## src/rtl/core/rrts_pkg.sv

```systemverilog
// types and constants of the round-robin task slot scheduler
package rrts_pkg;

  localparam int SLOT_COUNT  = 8;
  localparam int STACK_BYTES = 4096;
  localparam int SLOT_W      = (SLOT_COUNT > 1) ? $clog2(SLOT_COUNT) : 1;
  localparam int SP_W        = 32;
  localparam int SLOT_PORT_W = 3;
  localparam int OP_W        = 2;
  localparam int STATUS_W    = 2;

  // saved context frame: four words, seven argument words, one more word
  localparam logic [SP_W-1:0] FRAME_BYTES = SP_W'(4 + 4 + 4 + 4 + 4 * 7 + 4);

  localparam logic [OP_W-1:0] OP_ADD    = 2'd0;
  localparam logic [OP_W-1:0] OP_SWITCH = 2'd1;
  localparam logic [OP_W-1:0] OP_EXIT   = 2'd2;

  localparam logic [STATUS_W-1:0] STAT_OK    = 2'd0;
  localparam logic [STATUS_W-1:0] STAT_FULL  = 2'd1;
  localparam logic [STATUS_W-1:0] STAT_EMPTY = 2'd2;

  typedef logic [SLOT_W-1:0] slot_idx_t;

  typedef struct packed {
    logic      rr_found;
    slot_idx_t rr_slot;
    logic      free_found;
    slot_idx_t free_slot;
  } pick_t;

  typedef struct packed {
    logic [STATUS_W-1:0]    status;
    logic [SLOT_PORT_W-1:0] slot;
    logic [SP_W-1:0]        sp;
  } res_t;

  typedef enum logic [1:0] {
    S_IDLE,
    S_READ,
    S_HOLD
  } state_t;

endpackage

```

## src/rtl/core/round_robin_task_slot_scheduler_top.sv

```systemverilog
// top level of the round-robin task slot scheduler
//
// usage
//   cfg channel: one beat writes stack_region_base; cfg_ready is always high.
//     write it only while the block is idle.
//   in channel: operation (0 add, 1 switch, 2 exit) plus saved_stack_pointer.
//   out channel: status, slot and stack_pointer, exactly one beat per input beat,
//     in input order.
// result path and throughput
//   add, exit and unknown codes: result registered in the output register, or in the
//     hold register while out is stalled; one item per cycle while out is not stalled.
//   switch: S_READ for the synchronous read of the saved-pointer memory, in_ready low,
//     then the output register (write of old pointer and read of next share the accept edge).
// reset
//   synchronous rst: only slot 0 is live, slot 0 is current, base is zero.
//   the saved-pointer memory is not cleared; an entry's read data is used only
//   after it was written.
// stalls
//   a result waiting on out_ready does not block the input: one more result
//   parks in a hold register, and only then in_ready drops (it is also low in S_READ).
module round_robin_task_slot_scheduler_top import rrts_pkg::*; (
  input  logic                    clk,
  input  logic                    rst,
  // configuration
  input  logic                    cfg_valid,
  output logic                    cfg_ready,
  input  logic [SP_W-1:0]         cfg_data,
  // input items
  input  logic                    in_valid,
  output logic                    in_ready,
  input  logic [OP_W-1:0]         operation,
  input  logic [SP_W-1:0]         saved_stack_pointer,
  // result items
  output logic                    out_valid,
  input  logic                    out_ready,
  output logic [STATUS_W-1:0]     status,
  output logic [SLOT_PORT_W-1:0]  slot,
  output logic [SP_W-1:0]         stack_pointer
);

  localparam logic [SLOT_COUNT-1:0] FLAGS_RESET = {{(SLOT_COUNT-1){1'b1}}, 1'b0};

  // control state
  state_t                state, state_next;
  slot_idx_t             cur_slot;
  logic [SLOT_COUNT-1:0] finished;
  logic [SP_W-1:0]       base;

  // saved stack pointers, synchronous read
  logic [SP_W-1:0]       mem [SLOT_COUNT];
  logic [SP_W-1:0]       mem_rdata;
  logic                  mem_we;
  slot_idx_t             mem_waddr;
  logic [SP_W-1:0]       mem_wdata;
  slot_idx_t             mem_raddr;

  // switch bookkeeping carried into the read cycle
  logic                  sw_found;
  logic                  sw_fwd;
  logic [SP_W-1:0]       sw_sp;
  slot_idx_t             sw_slot;

  // result path
  res_t                  out_res;
  res_t                  pend;
  res_t                  res_cmb;
  logic                  res_new;
  logic                  out_free;
  logic                  out_load;
  logic                  pend_load;
  logic                  accept;
  logic [SP_W-1:0]       init_sp;
  pick_t                 pick;

  rrts_pick u_pick (
    .live (~finished),
    .cur  (cur_slot),
    .pick (pick)
  );

  assign cfg_ready     = 1'b1;
  assign in_ready      = (state == S_IDLE);
  assign accept        = in_valid && in_ready;
  assign out_free      = !out_valid || out_ready;
  assign status        = out_res.status;
  assign slot          = out_res.slot;
  assign stack_pointer = out_res.sp;

  // initial pointer of the claimed slot: its stack top minus one frame
  assign init_sp = base
                 + (SP_W'(pick.free_slot) + SP_W'(1)) * SP_W'(STACK_BYTES)
                 - FRAME_BYTES;

  // memory port control
  always_comb begin
    mem_we    = 1'b0;
    mem_waddr = cur_slot;
    mem_wdata = saved_stack_pointer;
    mem_raddr = pick.rr_slot;
    if (accept && operation == OP_ADD && pick.free_found) begin
      mem_we    = 1'b1;
      mem_waddr = pick.free_slot;
      mem_wdata = init_sp;
    end else if (accept && operation == OP_SWITCH) begin
      mem_we    = 1'b1;
    end
  end

  always_ff @(posedge clk) begin
    if (mem_we) begin
      mem[mem_waddr] <= mem_wdata;
    end
    mem_rdata <= mem[mem_raddr];
  end

  // next state and result selection
  always_comb begin
    state_next = state;
    res_new    = 1'b0;
    res_cmb    = pend;
    out_load   = 1'b0;
    pend_load  = 1'b0;

    case (state)
      S_IDLE: begin
        if (accept) begin
          case (operation)
            OP_ADD: begin
              res_new = 1'b1;
              if (pick.free_found) begin
                res_cmb.status = STAT_OK;
                res_cmb.slot   = SLOT_PORT_W'(pick.free_slot);
                res_cmb.sp     = init_sp;
              end else begin
                res_cmb.status = STAT_FULL;
                res_cmb.slot   = '0;
                res_cmb.sp     = '0;
              end
            end
            OP_SWITCH: begin
              state_next = S_READ;
            end
            default: begin
              // exit and unused codes report the current slot
              res_new        = 1'b1;
              res_cmb.status = STAT_OK;
              res_cmb.slot   = SLOT_PORT_W'(cur_slot);
              res_cmb.sp     = '0;
            end
          endcase
        end
      end
      S_READ: begin
        res_new = 1'b1;
        if (sw_found) begin
          res_cmb.status = STAT_OK;
          res_cmb.slot   = SLOT_PORT_W'(sw_slot);
          res_cmb.sp     = sw_fwd ? sw_sp : mem_rdata;
        end else begin
          res_cmb.status = STAT_EMPTY;
          res_cmb.slot   = SLOT_PORT_W'(sw_slot);
          res_cmb.sp     = sw_sp;
        end
      end
      S_HOLD: begin
        res_new = 1'b1;
        res_cmb = pend;
      end
      default: begin
        state_next = S_IDLE;
      end
    endcase

    if (res_new) begin
      if (out_free) begin
        out_load   = 1'b1;
        state_next = S_IDLE;
      end else begin
        pend_load  = (state != S_HOLD);
        state_next = S_HOLD;
      end
    end
  end

  always_ff @(posedge clk) begin
    if (rst) begin
      state <= S_IDLE;
    end else begin
      state <= state_next;
    end
  end

  // scheduler state
  always_ff @(posedge clk) begin
    if (rst) begin
      cur_slot <= '0;
      finished <= FLAGS_RESET;
      base     <= '0;
    end else begin
      if (cfg_valid && cfg_ready) begin
        base <= cfg_data;
      end
      if (accept) begin
        case (operation)
          OP_ADD: begin
            if (pick.free_found) begin
              finished[pick.free_slot] <= 1'b0;
            end
          end
          OP_SWITCH: begin
            if (pick.rr_found) begin
              cur_slot <= pick.rr_slot;
            end
          end
          OP_EXIT: begin
            finished[cur_slot] <= 1'b1;
          end
          default: begin
          end
        endcase
      end
    end
  end

  // switch context: picked slot, and a bypass when it is the slot just saved
  always_ff @(posedge clk) begin
    if (accept && operation == OP_SWITCH) begin
      sw_found <= pick.rr_found;
      sw_fwd   <= (pick.rr_slot == cur_slot);
      sw_sp    <= saved_stack_pointer;
      sw_slot  <= pick.rr_found ? pick.rr_slot : cur_slot;
    end
  end

  // output register and hold register
  always_ff @(posedge clk) begin
    if (rst) begin
      out_valid <= 1'b0;
    end else if (out_load) begin
      out_valid <= 1'b1;
    end else if (out_ready) begin
      out_valid <= 1'b0;
    end
  end

  always_ff @(posedge clk) begin
    if (out_load) begin
      out_res <= res_cmb;
    end
    if (pend_load) begin
      pend <= res_cmb;
    end
  end

endmodule

```

## src/rtl/core/rrts_pick.sv

```systemverilog
// slot selection: round-robin next live slot and lowest finished slot
module rrts_pick import rrts_pkg::*; (
  input  logic [SLOT_COUNT-1:0] live,
  input  slot_idx_t             cur,
  output pick_t                 pick
);

  logic [2*SLOT_COUNT-1:0] live2;
  logic [SLOT_COUNT-1:0]   rot;
  logic [SLOT_COUNT-1:0]   fin;
  slot_idx_t               start;
  slot_idx_t               rr_ofs;
  slot_idx_t               fr_idx;
  logic                    rr_any;
  logic                    fr_any;
  logic [SLOT_W:0]         sum;

  always_comb begin
    start = (cur == SLOT_W'(SLOT_COUNT - 1)) ? '0 : cur + SLOT_W'(1);
    live2 = {live, live};
    // rotate so the slot after the current one sits at bit 0
    rot   = live2[start +: SLOT_COUNT];
    fin   = ~live;

    rr_any = 1'b0;
    rr_ofs = '0;
    for (int i = SLOT_COUNT - 1; i >= 0; i--) begin
      if (rot[i]) begin
        rr_any = 1'b1;
        rr_ofs = SLOT_W'(i);
      end
    end

    fr_any = 1'b0;
    fr_idx = '0;
    for (int j = SLOT_COUNT - 1; j >= 0; j--) begin
      if (fin[j]) begin
        fr_any = 1'b1;
        fr_idx = SLOT_W'(j);
      end
    end

    sum = {1'b0, start} + {1'b0, rr_ofs};
    if (sum >= (SLOT_W + 1)'(SLOT_COUNT)) begin
      sum = sum - (SLOT_W + 1)'(SLOT_COUNT);
    end

    pick.rr_found   = rr_any;
    pick.rr_slot    = sum[SLOT_W-1:0];
    pick.free_found = fr_any;
    pick.free_slot  = fr_idx;
  end

endmodule

```

## config.mk

```make
export PLATFORM = sky130hd
export DESIGN_NAME = round_robin_task_slot_scheduler_top
export DESIGN_NICKNAME = d
export VERILOG_FILES = /design/src/rtl/core/rrts_pkg.sv /design/src/rtl/core/round_robin_task_slot_scheduler_top.sv /design/src/rtl/core/rrts_pick.sv
export SDC_FILE = /design/constraint.sdc
export NUM_CORES = 1
export LEC_CHECK = 0
export ABC_AREA = 1
export BUFFER_PORTS_ARGS = -buffer_cell sky130_fd_sc_hd__buf_4
export CORE_MARGIN = 1.5
export CORE_UTILIZATION = 55
export CTS_CLUSTER_DIAMETER = 200
export DETAILED_ROUTE_END_ITERATION = 12
export GPL_ROUTABILITY_DRIVEN = 0
export GPL_TIMING_DRIVEN = 0
export PLACE_DENSITY = 0.81
export REMOVE_ABC_BUFFERS = 1
export SLEW_MARGIN = 5
export SYNTH_ARGS = -nofsm -noshare
export SYNTH_HDL_FRONTEND = slang
export SYNTH_SLANG_ARGS = --single-unit
```

## constraint.sdc

```tcl
create_clock -name clk -period 6.54 [get_ports clk]
set_input_delay 0.327 -clock clk [delete_from_list [all_inputs] [get_ports clk]]
set_output_delay 0.327 -clock clk [all_outputs]
set_load 0.02 [all_outputs]
```

Word-level counts from Yosys, hierarchy flattened
Memories as Yosys holds them, arrays and structs flattened. A register that Yosys moved wholly into a read port is not among the register bits. Cells that the tools add are included.

Register bits: 157. Bits in latches: 0. Memory bits (writable): 256. ROM bits: 0. Bits of input ports: 71. Output and inout bits: 40. Word-level logic and storage cells: 127. Memories kept: 1.

Memory list: mem (words 8, width 32, rd ports 1, clocked after memory_dff 1, write ports 1, RTL line round_robin_task_slot_scheduler_top.sv:50) `logic [SP_W-1:0] mem [SLOT_COUNT];`.

Add/sub/neg operators: 6. $mul: 0. Div/mod/pow operators: 0. Magnitude comparators: 5. Equal/unequal tests: 11. Shifts and indexed selects: 1. Muxes and demuxes: 67. Bitwise logic cells: 5. Reductions and logical operators: 16.

Operators with widths (number): $pmux 37 s2 (2); $mux 37 (2); $mux 32 (2); $mux 3 (20); $mux 36 (1); $add 32x16->32 (1); $sub 32x6->32 const B (1); $mux 1 (30); $not 8->8 (3); $pmux 8 s2 (1); $shiftx 16x4->8 (1); $and 8x8->8 (1); $lt 3x4->1 const B (2); $mux 2 (4); $mux 8 (1); $or 8x8->8 (1); $demux 1 s3 (2); $ge 3x1->1 const B (2); $logic_and 1x1->1 (6); $ne 3x1->1 const B (2); $reduce_and 3->1 (2); $add 3x1->4 const B (1); $add 3x3->4 (1); $eq 2x1->1 const B (2); 16 further kinds (20).

Depth between registers and ports, before layout
Gate-level depths: netlist of the first run.

Depth after elaboration: 18. Depth in mapped cells: 24. Mapped depth without buffers: 23.

Modules after synthesis
A second synthesis of the first run with hierarchy kept.

Cell total of the unflattened synthesis: 2144. Area, all modules: 20588.5 um2.

By module, submodules not included: round_robin_task_slot_scheduler_top (times used 1, cells an instance 2020, area an instance 19955.4 um2, sequential area each 12582.1 um2); rrts_pick (times used 1, cells an instance 124, area an instance 633.1 um2, sequential area each 0.0 um2).

Worst setup path after synthesis of the first run
Ideal clock, no wire load.

Path type: reg-to-reg. From: register state[0]. To: memory mem[0][0] (enable). Library setup time: 0.421 ns. Arrival: 4.868 ns. Data required time: 6.119 ns. Setup slack: 1.251 ns. Stages on the path, launching flop included: 10. Buffers on the path: 1. Clock period less this slack: 5.289 ns. Cell sequence: dfxtp_1 -> inv_1 -> ha_1 -> clkbuf_1 -> nand2_1 -> nor2_1 -> inv_1 -> nand2_1 -> nand3_1 -> nor2_1.

Cells in the longest elaborated chain, start to end: 7. Elaborated cells on any way between the ends: 10. Classes of those cells: 5 x mux; 5 x reduce/logical.

Ends and longest elaborated chain: from (decl) (RTL line round_robin_task_slot_scheduler_top.sv:44) `state_t state, state_next;`; from (signal assigned) (RTL line round_robin_task_slot_scheduler_top.sv:189) `state <= state_next;`; $logic_not 2->1 * (RTL line round_robin_task_slot_scheduler_top.sv:82) `assign in_ready = (state == S_IDLE);`; via in_ready (RTL line round_robin_task_slot_scheduler_top.sv:30) `output logic in_ready,`; $logic_and 1x1->1 * (RTL line round_robin_task_slot_scheduler_top.sv:83) `assign accept = in_valid && in_ready;`; $logic_and 1x1->1, on equally long branches (RTL line round_robin_task_slot_scheduler_top.sv:104, round_robin_task_slot_scheduler_top.sv:100); $mux 1 or $logic_and 1x1->1 (tied branches) (RTL line round_robin_task_slot_scheduler_top.sv:104, round_robin_task_slot_scheduler_top.sv:100); $mux 1 (RTL line round_robin_task_slot_scheduler_top.sv:100) `if (accept && operation == OP_ADD && pick.free_found) begin`; $mux 1 (RTL line round_robin_task_slot_scheduler_top.sv:110) `if (mem_we) begin`; $mux 1 (implied by the code) (RTL line round_robin_task_slot_scheduler_top.sv:111) `mem[mem_waddr] <= mem_wdata;`; to (decl) (RTL line round_robin_task_slot_scheduler_top.sv:50).

The timed path passes the listed nets; every way through them passes the cells marked *.

Worst setup path in the final report of the first run
From: register cur_slot[0]. To: register mem_rdata[2], read port of mem.

Cells in the longest elaborated chain, start to end: 14. Elaborated cells on any way between the ends: 16. Classes of those cells: 3 x add/sub; 1 x order compare; 1 x eq/ne; 1 x shift; 10 x mux.

Ends and longest elaborated chain: from (decl) (RTL line round_robin_task_slot_scheduler_top.sv:45) `slot_idx_t cur_slot;`; from (signal assigned) (RTL line round_robin_task_slot_scheduler_top.sv:212) `cur_slot <= pick.rr_slot;`; $add 3x1->3 or $eq 3x3->1 (tied branches) (RTL line rrts_pick.sv:19) `start = (cur == SLOT_W'(SLOT_COUNT - 1)) ? '0 : cur + SLOT_W'(1);`; $mux 3 * (RTL line rrts_pick.sv:19); $shiftx 16x4->8 (RTL line rrts_pick.sv:22) `rot = live2[start +: SLOT_COUNT];`; $mux 3 (8 in a row) (RTL line rrts_pick.sv:28) `if (rot[i]) begin`; $add 3x3->4 * (RTL line rrts_pick.sv:43) `sum = {1'b0, start} + {1'b0, rr_ofs};`; $ge 4x4->1 or $sub 3x1->3 (tied branches) (RTL line rrts_pick.sv:44, rrts_pick.sv:45); $mux 3 * (RTL line rrts_pick.sv:44) `if (sum >= (SLOT_W + 1)'(SLOT_COUNT)) begin`; to (decl) (RTL line round_robin_task_slot_scheduler_top.sv:51) `logic [SP_W-1:0] mem_rdata;`.

Mark *: on every way between the ends. The rest lies on a longest branch, timed or not. A chain may end at the register's enable or synchronous reset.

==> impl_metrics.py, run 1 <==
metrics = {
    "hold_path": {
        "hold_path_class": "in2reg",
    },
    "synth": {
        "ys_seq_area_frac": 0.647,
        "synth_edf_count": 367,
        "yosys_warnings": 0,
        "synth_top_family_by_area": "simple AND/OR/NAND/NOR gates",
        "syn_avg_cell_area_um2": 10.6,
        "synth_fa_ha_area_frac": 0.0261,
        "synthMuxAreaShare": 0,
        "syn_area_um2": 19400,
        "syn-instance-count": 1841,
        "synthArstFlopShare": 0,
        "synthDistinctLibCells": 48,
        "synthFlopType": "edfxtp_1",
        "synthSimpleGateAreaFrac": 0.140,
        "synth_xor_area_frac": 0.00360,
        "ys_ff_latch": 445,
        "synth-compound-area-share": 0.139,
    },
    "finish": {
        "drive_above_1_share": 0.125,
        "area_growth_pct": 17.1,
        "layout_common_cells": "nand2_1 (381), edfxtp_1 (367), o21ai_0 (192)",
        "layout_commonest_cell": "nand2_1",
        "fin_nets": 2072,
        "fin_cells": 2453,
        "n_antenna_cell": 0,
        "final_area_um2": 22800,
    },
    "clocking": {
        "cts-root-buf": "clkbuf_16",
        "cts_made_buffers": 45,
        "cts_setup_buffers": 0,
        "post_cts_resized": 0,
        "cts_tree": "built",
        "cts_sinks": 445,
        "clock_path_buffers": 3,
        "clk_latency_ps": 550,
        "clk_pin_slew_ps": 60,
        "htreeDepth": 2,
    },
    "floorplanning": {
        "row_count": 68,
        "ioPinCount": 111,
        "die_h_um": 191,
        "core_um2": 34700,
        "die_area_um2": 36500,
        "initial_core_util": 0.560,
        "die_w_um": 191,
    },
    "global_routing": {
        "grt_usage": 0.272,
        "grt-ovfl-total": 0,
        "grt_pass1_wl_um": 76200,
        "grt_max_degree": 79,
        "antenna_found_initial": 0,
        "grt_pass1_vias": 14300,
    },
    "pwr": {
        "finalPower_w": 0.00866,
        "leakage_nw": 8.64,
        "vdd_drop_max_mv": 0.306,
        "powerDensity_nw_per_um2": 380,
    },
    "detailed_routing": {
        "avgRoutedWirePerCell_um": 20.1,
        "firstDrtPassIters": 6,
        "dr_total_vias": 14500,
        "routed_wl_um": 49300,
        "detail-route-antenna-nets": 0,
        "drt_iter0_markers": 1528,
        "drcViolationCount": 0,
        "via_per_inst": 5.93,
    },
    "timing": {
        "fmax_ghz": 0.171,
        "finalCriticalPeriod_ps": 5860,
        "fin_skew_ps": 21.2,
        "fin_crit_sh": 0.896,
        "finalSetupViolations": 0,
        "relSlewSlack": 0.0811,
        "whs_ps": 4.49,
        "rsz0062_at_grt": "no",
        "tightest_slew_ps": 1380,
        "slew_violations": 0,
        "finalHoldViolations": 0,
    },
    "place": {
        "port_buffers": 109,
        "place_area_um2": 20900,
        "post-place-cells": 2335,
        "dp_hpwl_um": 31700,
    },
    "status": {
        "outcome": "finished, final reports clean",
    },
    "critical_path": {
        "cp_common_cell": "nand2_1",
        "slowest_stage": "fa_2",
        "setup.worst_path.end_class": "register",
        "max_stage_delay_ps": 970,
        "cp_num_buf_inv": 5,
        "crit_family": "adder cells",
        "worstPathCellList": "ha_1 -> ha_1 -> inv_2 -> nand2_4 -> inv_2 -> nand2_1 -> nand3_1 -> nand2_1 -> a21oi_1 -> o21ai_0 -> nand2_1 -> a21boi_0 -> ha_4 -> inv_1 -> fa_2 -> buf_12 -> clkinv_2 -> a32o_1 -> o21ai_0",
        "cp_max_fo": 73,
        "critPathKind": "reg2reg",
        "crit_path_start_kind": "register",
        "required_ps": 6980,
        "crit_arrival_ps": 6310,
    },
    "job": {
        "maxCapViolCount": 0,
    },
}
-- final timing paths --
check / from / endpoint / slack (ps) / cells past startpoint
worst max register to register: cur_slot[0] / mem_rdata[2] / 680 / 19
worst min-delay path: cfg_data[2] / base[2] / 4 / 3
worst max-delay path: cur_slot[0] / mem_rdata[2] / 680 / 19
worst min register to register: base[14] / base[14] / 470 / 2
-- flip-flops by register name, summed over array words and instances, names as in the netlist --
register       flops
mem              256
pend              37
base              32
mem_rdata         32
stack_pointer     32
sw_sp             32
finished           8
cur_slot           3
slot               3
sw_slot            3
state              2
status             2
out_valid          1
sw_found           1
sw_fwd             1
-- stage by stage --
step | TNS (ps) | util | worst slack (ps)
after global placement | -562030 | 0.589 | -4040
final | 0 | 0.656 | 678
after floorplan | -14950 | - | -482
after CTS | 0 | 0.655 | 1020
after detailed placement | 0 | 0.603 | 1070
after global routing | 0 | 0.656 | 303
-- power by group --
| part | switching (W) | internal [W] | leakage (nW) |
|---|---|---|---|
| logic | 0.00179 | 0.000942 | 3.93 |
| registers | 0.0000629 | 0.00333 | 4.00 |
| clock network | 0.00104 | 0.00150 | 0.711 |
-- kinds of logic after synthesis --
group,after synthesis
other,1
buffers and inverters,210
xor gates and xnor gates,8
AOI/OAI and AO/OA,464
and+or+nand+nor,673
adders and majority gates,40
DFF,445
-- area by class of cell --
class | count | area (µm²)
clock inverter | 20 | 186
sequential | 445 | 12600
multi-input combinational | 1186 | 6130
timing repair buffer | 159 | 1540
fill | 2516 | 11900
tap | 455 | 569
inverter | 124 | 472
clock buffer | 64 | 1290
-- what timing repair did --
| action | in CTS | in global routing |
|---|---|---|
| hold buffers | 33 | 0 |
| hold endpoints to repair | 33 | 0 |
| endpoints found under the setup margin | 0 | 0 |
-- tightest hold or removal path, cell delays in order --
cell,delay [ps]
buf_4,80
nor2_1,30
nor2_1,80
-- metal layers --
layer,global-route usage,vias up,part of all wire
li1,-,6744,-
met1,0.350,6979,0.39
met2,0.456,715,0.48
met3,0.0553,109,0.089
met4,0.103,0,0.033
met5,0,-,0
-- cell usage after synthesis (6+ instances only) --
library cell | count | area [µm²]
a21oi_1 | 126 | 631
nor2_1 | 192 | 721
nand3_1 | 63 | 315
o21ai_2 | 13 | 114
buf_6 | 7 | 78.8
nand4_1 | 8 | 50.1
ha_1 | 39 | 488
edfxtp_1 | 367 | 11000
o21ai_1 | 19 | 95.1
inv_1 | 118 | 443
o22ai_1 | 36 | 225
nand2_1 | 381 | 1430
o21ai_0 | 192 | 961
nor3_1 | 8 | 40.0
clkbuf_1 | 70 | 263
nand2_2 | 6 | 37.5
dfxtp_1 | 78 | 1560
buf_2 | 6 | 30.0
a32o_1 | 32 | 320
o211ai_1 | 20 | 150
Note: power is estimated with default switching activity, not from simulation.
==> run 2, diff against run 1 <==
Settings changed: BUFFER_PORTS_ARGS -buffer_cell sky130_fd_sc_hd__buf_4 to -buffer_cell sky130_fd_sc_hd__buf_2, SYNTH_HIERARCHICAL from default to 1.
==> run 2 against run 1 <==
Maximum frequency increased by 13%; combinational power about the same; largest power group unchanged; sequential share of layout area down 2.1 points; total power up 1.1%; worst hold slack better by 8.9 ps; first-iteration DRC count increased by 38%; via count increased by 14%; synthesized cell count rose by 16%; highest routed layer unchanged; flip-flop and latch count unchanged.
==> impl_metrics.py, run 2 <==
metrics = {
    "status": {
        "outcome": "finished, final reports clean",
    },
    "pwr": {
        "pwr-share-clk": 0.300,
        "vdd_drop_max_mv": 0.460,
        "power_frac_seq": 0.387,
        "power_switching_w": 0.00301,
        "powerDensity_nw_per_um2": 370,
        "switching_share": 0.343,
        "combPwrFrac": 0.313,
        "leakage_nw": 9.31,
        "p_int_w": 0.00575,
    },
    "floorplanning": {
        "die_area_um2": 38600,
        "die_w_um": 196,
        "ioPinCount": 111,
        "core_um2": 36700,
        "row_count": 70,
        "die_h_um": 196,
        "initial_core_util": 0.561,
    },
    "hold_path": {
        "hp-start": "cfg_data[5]",
        "hold_path_class": "in2reg",
        "whs_path_depth": 3,
    },
    "detailed_routing": {
        "drt_iter0_markers": 2113,
        "detail-route-antenna-nets": 0,
        "firstDrtPassIters": 6,
        "routed_wl_um": 57200,
        "avgRoutedWirePerCell_um": 20.7,
        "via_per_inst": 6.03,
        "dr_total_vias": 16600,
        "drcViolationCount": 0,
    },
    "place": {
        "dp_hpwl_um": 35300,
        "port_buffers": 109,
        "place_area_um2": 21800,
    },
    "critical_path": {
        "cp_max_fo": 36,
        "crit_arrival_ps": 5640,
        "critPathKind": "reg2reg",
        "timing.critical_path.from": "cur_slot[0]",
        "setup.worst_path.end_class": "register",
        "crit_path_start_kind": "register",
        "required_ps": 6990,
        "reg2reg_from": "cur_slot[0]",
        "r2r_cells": 20,
    },
    "job": {
        "maxCapViolCount": 0,
    },
    "clocking": {
        "cts_tree": "built",
        "clk_pin_slew_ps": 60,
        "clk_latency_ps": 560,
        "clock_path_buffers": 3,
        "cts-root-buf": "clkbuf_16",
        "cts_setup_buffers": 0,
        "post_cts_resized": 0,
        "cts_made_buffers": 45,
        "ctsHoldBuffers": 33,
        "cts_sinks": 445,
        "htreeDepth": 2,
    },
    "synth": {
        "synth_commonest_cells": "nand2_1 (435), edfxtp_1 (367), nor2_1 (321), o21ai_0 (255), inv_1 (194)",
        "yosys-top-cells-area": "edfxtp_1 (54%), nand2_1 (7.9%), dfxtp_1 (7.6%), o21ai_0 (6.2%), nor2_1 (5.9%)",
        "syn_area_um2": 20600,
        "ys_ff_latch": 445,
        "synth_most_common_cell": "nand2_1",
        "synth_edf_count": 367,
        "syn-instance-count": 2144,
        "yosys_warnings": 6,
        "synthFlopType": "edfxtp_1",
        "synth_top_area_frac": 0.535,
        "syn_avg_cell_area_um2": 9.60,
        "synth_area_leader_cell": "edfxtp_1",
        "synthDistinctLibCells": 51,
        "ys_seq_area_frac": 0.611,
        "synthArstFlopShare": 0,
    },
    "timing": {
        "finalHoldViolations": 0,
        "finalCriticalPeriod_ps": 5190,
        "relSlewSlack": 0.200,
        "rsz0062_at_grt": "no",
        "tightest_slew_ps": 1200,
        "slew_violations": 0,
        "fin_skew_ps": 11.5,
        "fmax_ghz": 0.193,
        "finalSetupViolations": 0,
        "whs_ps": 13.3,
        "fin_crit_sh": 0.794,
    },
    "global_routing": {
        "grt-ovfl-total": 0,
        "grt_pass1_vias": 15600,
        "antenna_found_initial": 1,
        "grt_usage": 0.295,
        "grt_pass1_wl_um": 86400,
        "grt_max_degree": 93,
    },
    "finish": {
        "area_growth_pct": 15.0,
        "layout_common_cells": "nand2_1 (435), edfxtp_1 (367), nor2_1 (308)",
        "layout_commonest_cell": "nand2_1",
        "fin_nets": 2363,
        "n_antenna_cell": 0,
        "largest-register": "mem",
        "nFillCells": 2678,
        "reg_top3": "mem: 256 flops, pend: 37 flops",
        "finish.utilization": 0.645,
        "final_area_um2": 23700,
        "drive_above_1_share": 0.125,
        "largest_reg_flops": 256,
    },
}
-- run 2: changes by cell type after synthesis, sizes merged, moves of 12 or more --
cell / previous run / this run
o211ai: 20 / 5
a31oi: 3 / 32
buf: 16 / 38
a32o: 32 / 0
inv: 123 / 206
nor2: 195 / 336
nand2: 389 / 457
a22oi: 1 / 13
nand3: 66 / 83
o21ai: 224 / 274
a21oi: 127 / 56
-- run 2: layout make-up --
type / count / area [µm²] / share of cell area
timing repair buffer: 160 / 1300 / 0.0551
clock inverter: 21 / 225 / 0.00951
sequential: 445 / 12600 / 0.531
clock buffer: 63 / 1300 / 0.0548
tap: 468 / 586 / 0.0247
multi-input combinational: 1392 / 6890 / 0.291
inverter: 208 / 790 / 0.0333
-- run 2: final timing paths --
check,to,slack [ps]
worst min-delay path,base[5],10
worst max register to register,mem_rdata[11],1350
worst min register to register,base[12],480
worst max-delay path,mem_rdata[11],1350
-- run 2: critical path, stage by stage (launching register included) --
cell and delay (ps):
dfxtp_1 610, ha_1 240, ha_1 340, inv_1 250, nand3_1 110, nand2_1 110, nand2_1 60, nand2_1 50
nand2_1 50, nand2_1 50, nand2_1 50, a21oi_1 230, ha_4 160, inv_1 50, fa_1 490, inv_2 580
clkinv_2 660, buf_12 370, nor2_1 170, o21ai_0 140, a31oi_1 240
-- run 2: cell families (layout without fill, tap and decap cells) --
logic type | after synthesis | after routing | share of synthesized area
flip-flops | 445 | 445 | 0.611
XOR/XNOR | 14 | 14 | 0.00596
AND/OR/NAND/NOR | 898 | 898 | 0.180
buffers and inverters | 307 | 452 | 0.0599
other | 1 | 1 | 0.000182
adder cells (fa/ha/maj) | 40 | 40 | 0.0247
AO/OA/AOI/OAI | 439 | 439 | 0.118
-- run 2: through the flow --
step	instances	worst slack [ps]	power (W)	TNS, ps
final	2757	1350	0.00876	0
after global routing	2757	1020	0.00916	0
after CTS	2757	1440	0.00870	0
after detailed placement	2640	1470	0.00608	0
after global placement	2622	-3570	0.00590	-941120
after floorplan	2045	826	0.00520	0
-- run 2: power groups by stage --
stage	Clock [W]	Sequential (W)	Combinational [W]
2_1_floorplan	0	0.00347	0.00173
3_3_place_gp	0	0.00345	0.00245
3_5_place_dp	0	0.00345	0.00263
4_1_cts	0.00263	0.00339	0.00268
5_1_grt	0.00274	0.00341	0.00301
6_report	0.00262	0.00339	0.00274
-- run 2: metal layers --
layer / share of wire / GRT usage
met4: 0.046 / 0.135
met2: 0.46 / 0.473
met5: 0 / 0
met3: 0.12 / 0.0561
met1: 0.37 / 0.392
